$ cat config.mk
export PLATFORM = sky130hd
export DESIGN_NAME = ktst_ctrl
export DESIGN_NICKNAME = d
export VERILOG_FILES = /design/src/rtl/ktst_pkg.sv /design/src/rtl/ktst_ctrl.sv
export SDC_FILE = /design/constraint.sdc
export NUM_CORES = 1
export LEC_CHECK = 0
export BUFFER_PORTS_ARGS = -buffer_cell sky130_fd_sc_hd__buf_2
export CAP_MARGIN = 10
export CORE_AREA = 2 2 39 41
export DETAILED_ROUTE_END_ITERATION = 6
export DIE_AREA = 0 0 41 43
export PLACE_DENSITY_LB_ADDON = 0.2
export SKIP_CTS_REPAIR_TIMING = 1
export SYNTH_ARGS = -nofsm -noshare
export SYNTH_HDL_FRONTEND = slang
export SYNTH_SLANG_ARGS = --single-unit
$ cat constraint.sdc
create_clock -name clk_i -period 0.99 [get_ports clk_i]
set_input_delay 0.198 -clock clk_i [delete_from_list [all_inputs] [get_ports clk_i]]
set_output_delay 0.198 -clock clk_i [all_outputs]
set_load 0.02 [all_outputs]
$ cat src/rtl/ktst_pkg.sv
// Shared types and constants for the keyed top-k severity tracker.
// No dependencies.
`default_nettype none
package ktst_pkg;

  localparam int unsigned KEY_W = 32;
  localparam int unsigned SEV_W = 48;
  localparam int unsigned TIME_W = 63;
  localparam int unsigned LOC_W = 32;
  localparam int unsigned PID_W = 5;
  localparam int unsigned SLOT_W = 3;
  localparam int unsigned CNT_W = 4;
  localparam int unsigned STAT_W = 3;

  localparam logic [STAT_W-1:0] ST_UPDATED  = 3'd0;
  localparam logic [STAT_W-1:0] ST_KEPT     = 3'd1;
  localparam logic [STAT_W-1:0] ST_INSERTED = 3'd2;
  localparam logic [STAT_W-1:0] ST_REPLACED = 3'd3;
  localparam logic [STAT_W-1:0] ST_DROPPED  = 3'd4;
  localparam logic [STAT_W-1:0] ST_READ     = 3'd5;
  localparam logic [STAT_W-1:0] ST_EMPTY    = 3'd6;

  localparam logic KIND_ADD  = 1'b0;
  localparam logic KIND_READ = 1'b1;

  typedef struct packed {
    logic              kind;
    logic [PID_W-1:0]  pattern_id;
    logic [KEY_W-1:0]  node_id;
    logic [SEV_W-1:0]  severity;
    logic [TIME_W-1:0] enter_time;
    logic [TIME_W-1:0] exit_time;
    logic [TIME_W-1:0] marker_time;
    logic [LOC_W-1:0]  marker_location;
    logic [SLOT_W-1:0] slot;
  } in_item_t;

  typedef struct packed {
    logic [STAT_W-1:0] status;
    logic [SLOT_W-1:0] slot_index;
    logic [CNT_W-1:0]  entry_count;
    logic [KEY_W-1:0]  out_node_id;
    logic [SEV_W-1:0]  out_severity;
    logic [TIME_W-1:0] out_enter_time;
    logic [TIME_W-1:0] out_exit_time;
    logic [TIME_W-1:0] out_marker_time;
    logic [LOC_W-1:0]  out_marker_location;
  } out_item_t;

  // one stored entry
  typedef struct packed {
    logic [KEY_W-1:0]  key;
    logic [SEV_W-1:0]  sev;
    logic [TIME_W-1:0] t0;
    logic [TIME_W-1:0] t1;
    logic [TIME_W-1:0] t2;
    logic [LOC_W-1:0]  loc;
  } entry_t;

  // controller -> datapath
  typedef struct packed {
    logic load;      // capture input item
    logic rd_req;    // issue memory read at scan index (slot index for a read item)
    logic rd_cap;    // compare data returned by previous read
    logic wr;        // perform write at write index
    logic shift_rd;  // shift pass: read source entry
    logic fin;       // compute result
  } ktst_cmd_t;

  // datapath -> controller
  typedef struct packed {
    logic scan_done;
    logic shift_done;
  } ktst_sts_t;

endpackage
`default_nettype wire

$ cat src/rtl/ktst_ctrl.sv
// Sequencer for the tracker: steps the datapath through scan, shift and finish.
// Depends on ktst_pkg.
`default_nettype none
module ktst_ctrl
  import ktst_pkg::*;
(
  input  wire       clk_i,
  input  wire       rst_ni,
  input  wire       in_valid,
  output logic      in_ready,
  output logic      out_valid,
  input  wire       out_ready,
  input  ktst_sts_t sts_i,
  output ktst_cmd_t cmd_o
);

  localparam logic [2:0] S_IDLE  = 3'd0;
  localparam logic [2:0] S_SCAN  = 3'd1;
  localparam logic [2:0] S_SHIFT = 3'd2;
  localparam logic [2:0] S_SHW   = 3'd3;
  localparam logic [2:0] S_FIN   = 3'd4;

  logic [2:0] state_q, state_d;
  logic       ov_q, ov_d;

  // new item may start once the previous result has been taken or is leaving
  assign in_ready  = (state_q == S_IDLE) && (!ov_q || out_ready);
  assign out_valid = ov_q;

  always_comb begin
    state_d = state_q;
    ov_d    = ov_q && !out_ready;
    cmd_o   = '0;
    unique case (state_q)
      S_IDLE: begin
        if (in_valid && in_ready) begin
          cmd_o.load = 1'b1;
          state_d    = S_SCAN;
        end
      end
      S_SCAN: begin
        cmd_o.rd_req = 1'b1;
        cmd_o.rd_cap = 1'b1;
        if (sts_i.scan_done) state_d = S_SHIFT;
      end
      S_SHIFT: begin
        if (sts_i.shift_done) begin
          state_d = S_FIN;
        end else begin
          cmd_o.shift_rd = 1'b1;
          state_d        = S_SHW;
        end
      end
      S_SHW: begin
        cmd_o.wr = 1'b1;
        state_d  = S_SHIFT;
      end
      S_FIN: begin
        cmd_o.fin = 1'b1;
        ov_d      = 1'b1;
        state_d   = S_IDLE;
      end
      default: state_d = S_IDLE;
    endcase
  end

  always_ff @(posedge clk_i or negedge rst_ni) begin
    if (!rst_ni) begin
      state_q <= S_IDLE;
      ov_q    <= 1'b0;
    end else begin
      state_q <= state_d;
      ov_q    <= ov_d;
    end
  end

endmodule
`default_nettype wire

==> summary.md <==
| Metric | Value |
|---|---|
| Area grow syn2layout | `111%` |
| Final worst slack | `-501 ps` |
| Die Y | `roughly 43 um` |
| Vias per cell | `4.19` |
| CP max FO | `3` |
| Syn Std Cell Area | `233 um^2` |
| Dpl cells | `57` |
| DRT Pass-1 Iters | `3` |
| CTS tree | `yes` |
| Initial antenna violation count | `0` |
| Syn_area_per_cell | `9.31 um^2` |
| Die Width | `41 um` |
| Core ar. | `about 1400 um^2` |
| Hold path depth | `3` |
| Reg-to-reg endpoint | `out_valid` |
| # DRC | `0` |
| FF+latch count, synth | `4` |
| Count leader, synth | `dfrtp_1` |
| Fin crit period | `1490 ps` |
| Hold Path Class | `primary input to register` |
| Syn nets | `31` |
| Die area | `approximately 1800 um^2` |
| Clk_skew | `around 7.5 ps` |
| Layout cell share with drive strength beyond 1 | `about three quarters` |
| First-pass GRT wire length | `1.08 mm` |
| Fin. max-slew vios | `0` |
| Yosys warnings | `0` |
| CP arrival | `1290 ps` |
| Outcome | `finished, violations left` |
| Peak supply drop | `1.14 mV` |
| CTS buffer count | `3` |
| CTS Buffer Depth | `2` |
| Worst-margin pin slew | `236 ps` |
| R2R Path Start | `state_q[2]` |
| Clk pin slew, worst setup/hold paths | `40 ps` |
| Power Density | `3270 nW/um^2` |
| Synth area leaders | `dfrtp_1 (43%), nor4_1 (5.4%), nor4_2 (5.4%)` |
| Vias in the first global route | `262` |
| Final Cycle Share | `151%` |
| Synth cell types | `19` |
| # Max-Cap Violations | `0` |
| Syn Inst Count | `25` |
| Fin. Hold Viols | `0` |
| Initial DRC count | `3` |
| Initial Util | `between 15 and 20%` |
| Placer congestion estimate | `~0.80` |
| Total Wirelength | `748 um` |
| Largest net degree at the start of global routing | `7` |
| HP Start | `sts_i[1]` |
| Post-synthesis sequential area ratio | `43.0%` |
| Pre-CTS setup slack | `-214 ps` |
| Routed Antenna Nets | `0` |
| Gr usage total | `a little under a tenth` |
| Later-pin clock latency in the skew report | `between 200 and 250 ps` |
| Fillers | `roughly 140` |
| Req. time, crit path | `790 ps` |
| Max Fclk | `around 670 MHz` |
| Final HPWL DP | `532 um` |
| Biggest area consumer among synthesized cells | `dfrtp_1` |
| FF-to-FF setup slack | `-90 ps` |
| DR vias | `268` |
| P_leak | `0.000230 uW` |
| Number of flops mapped to enable cells by yosys | `0` |
| I/O Pins | `14` |
| RSZ-0062 raised after global routing | `true` |
| CP endpoint kind | `output port` |
| Routed len/inst | `11.7 um` |
| Final setup violation count | `9` |
| Std-Cell Rows | `14` |
| Dominant synthesized flop cell | `dfrtp_1` |
| Final #Nets | `55` |
| Post-synth top cells | `dfrtp_1 (4), inv_1 (2), nor3_1 (2), nor4_1 (2)` |
| ANT cells | `0` |
| Clk sink count | `4` |
| Reg2reg path depth | `3` |
| Worst hold endpoint | `state_q[1]` |
| Failing checks | `negative setup slack` |
| PortBufs | `13` |
| Top cell type's share of synthesized area | `43.0%` |
| Share of flip-flops with an asynchronous set or reset | `100%` |
| CTS H-Tree Depth | `1` |
| Root buffer cell | `clkbuf_4` |
| Relative slew slack | `a little over four fifths` |
| Critical setup path kind | `register to output port` |
| Crit start category | `register` |
| Final Non-Filler Cells | `64` |
| Overflow after GRT | `0` |
-- cell type report --
type / count / area, um^2 / share of cell area (%)
Sequential cell: 4 / 105 / 21.4
Inverter: 3 / 11.3 / 2.29
Clock buffer: 4 / 26.3 / 5.34
Timing Repair Buffer: 21 / 164 / 33.3
Multi-Input combinational cell: 16 / 165 / 33.6
Tap cell: 16 / 20.0 / 4.07
-- state kept, by name, indices dropped and copies added, names as in the netlist --
register / count
state_q: 3
out_valid: 1
-- cells by family (layout without fill, tap and decap cells) --
kind of cell,after synthesis,after routing,share of synthesized area [%]
simple gates,12,12,34.4
buf+inv,5,28,10.2
compound gates,4,4,12.4
flops,4,4,43.0
-- per-stage QoR --
stage	power, uW	area [um^2]	hold WS, ps	utilization, %	TNS [ps]
floorplan	904	288	-97.6	-	-1350
global placement	1150	389	15.2	28.1	-1230
detailed placement	1150	389	13.6	28.1	-1270
CTS	1390	415	-249	30.0	-3110
global route	1730	492	224	35.5	-3480
finish	1610	492	239	35.5	-2910
-- worst max-delay path: stages (launching register included) --
cell and delay (ps):
dfrtp_2 420, buf_4 150, nor4_4 290, buf_4 190
-- cells in the final DEF (no fill, tap or decap), drive strengths merged --
cell type    synthesis  final
a21oi                1      1
and2                 1      1
and3                 1      1
buf                  1     20
clkbuf               1      4
dfrtp                4      4
dlygate4sd3          0      1
inv                  3      3
nand2                1      1
nand2b               1      1
nor2b                1      1
nor3                 3      3
nor4                 3      3
o21a                 1      1
o21ai                1      1
o221a                1      1
or2                  1      1
-- report_power, final --
group	internal, uW	leakage, uW	total [uW]	switching (uW)
registers	240	0.0000462	346	105
logic	543	0.000168	1040	495
clock network	152	0.0000150	223	71.7
total	935	0.000230	1610	672
-- worst max-delay path by stage --
stage,from,end,slack (ps),cells after the start
after global routing,state_q[2],cmd_o[1],-530,3
after floorplan,state_q[2],cmd_o[5],-430,3
after detailed placement,state_q[2],cmd_o[5],-210,3
final,state_q[2],cmd_o[1],-500,3
after global placement,state_q[2],cmd_o[5],-200,3
after CTS,state_q[2],cmd_o[5],-470,3
-- per-layer routing --
metal  GRT usage (%)  vias to the layer above  share of wire (%)
li1                -                      132                  -
met1            11.0                      124                 40
met2            12.5                       12                 53
met3            6.28                        0                6.7
met4            6.00                        0                  0
met5               0                        -                  0
Power figures use the tool's default switching activity.
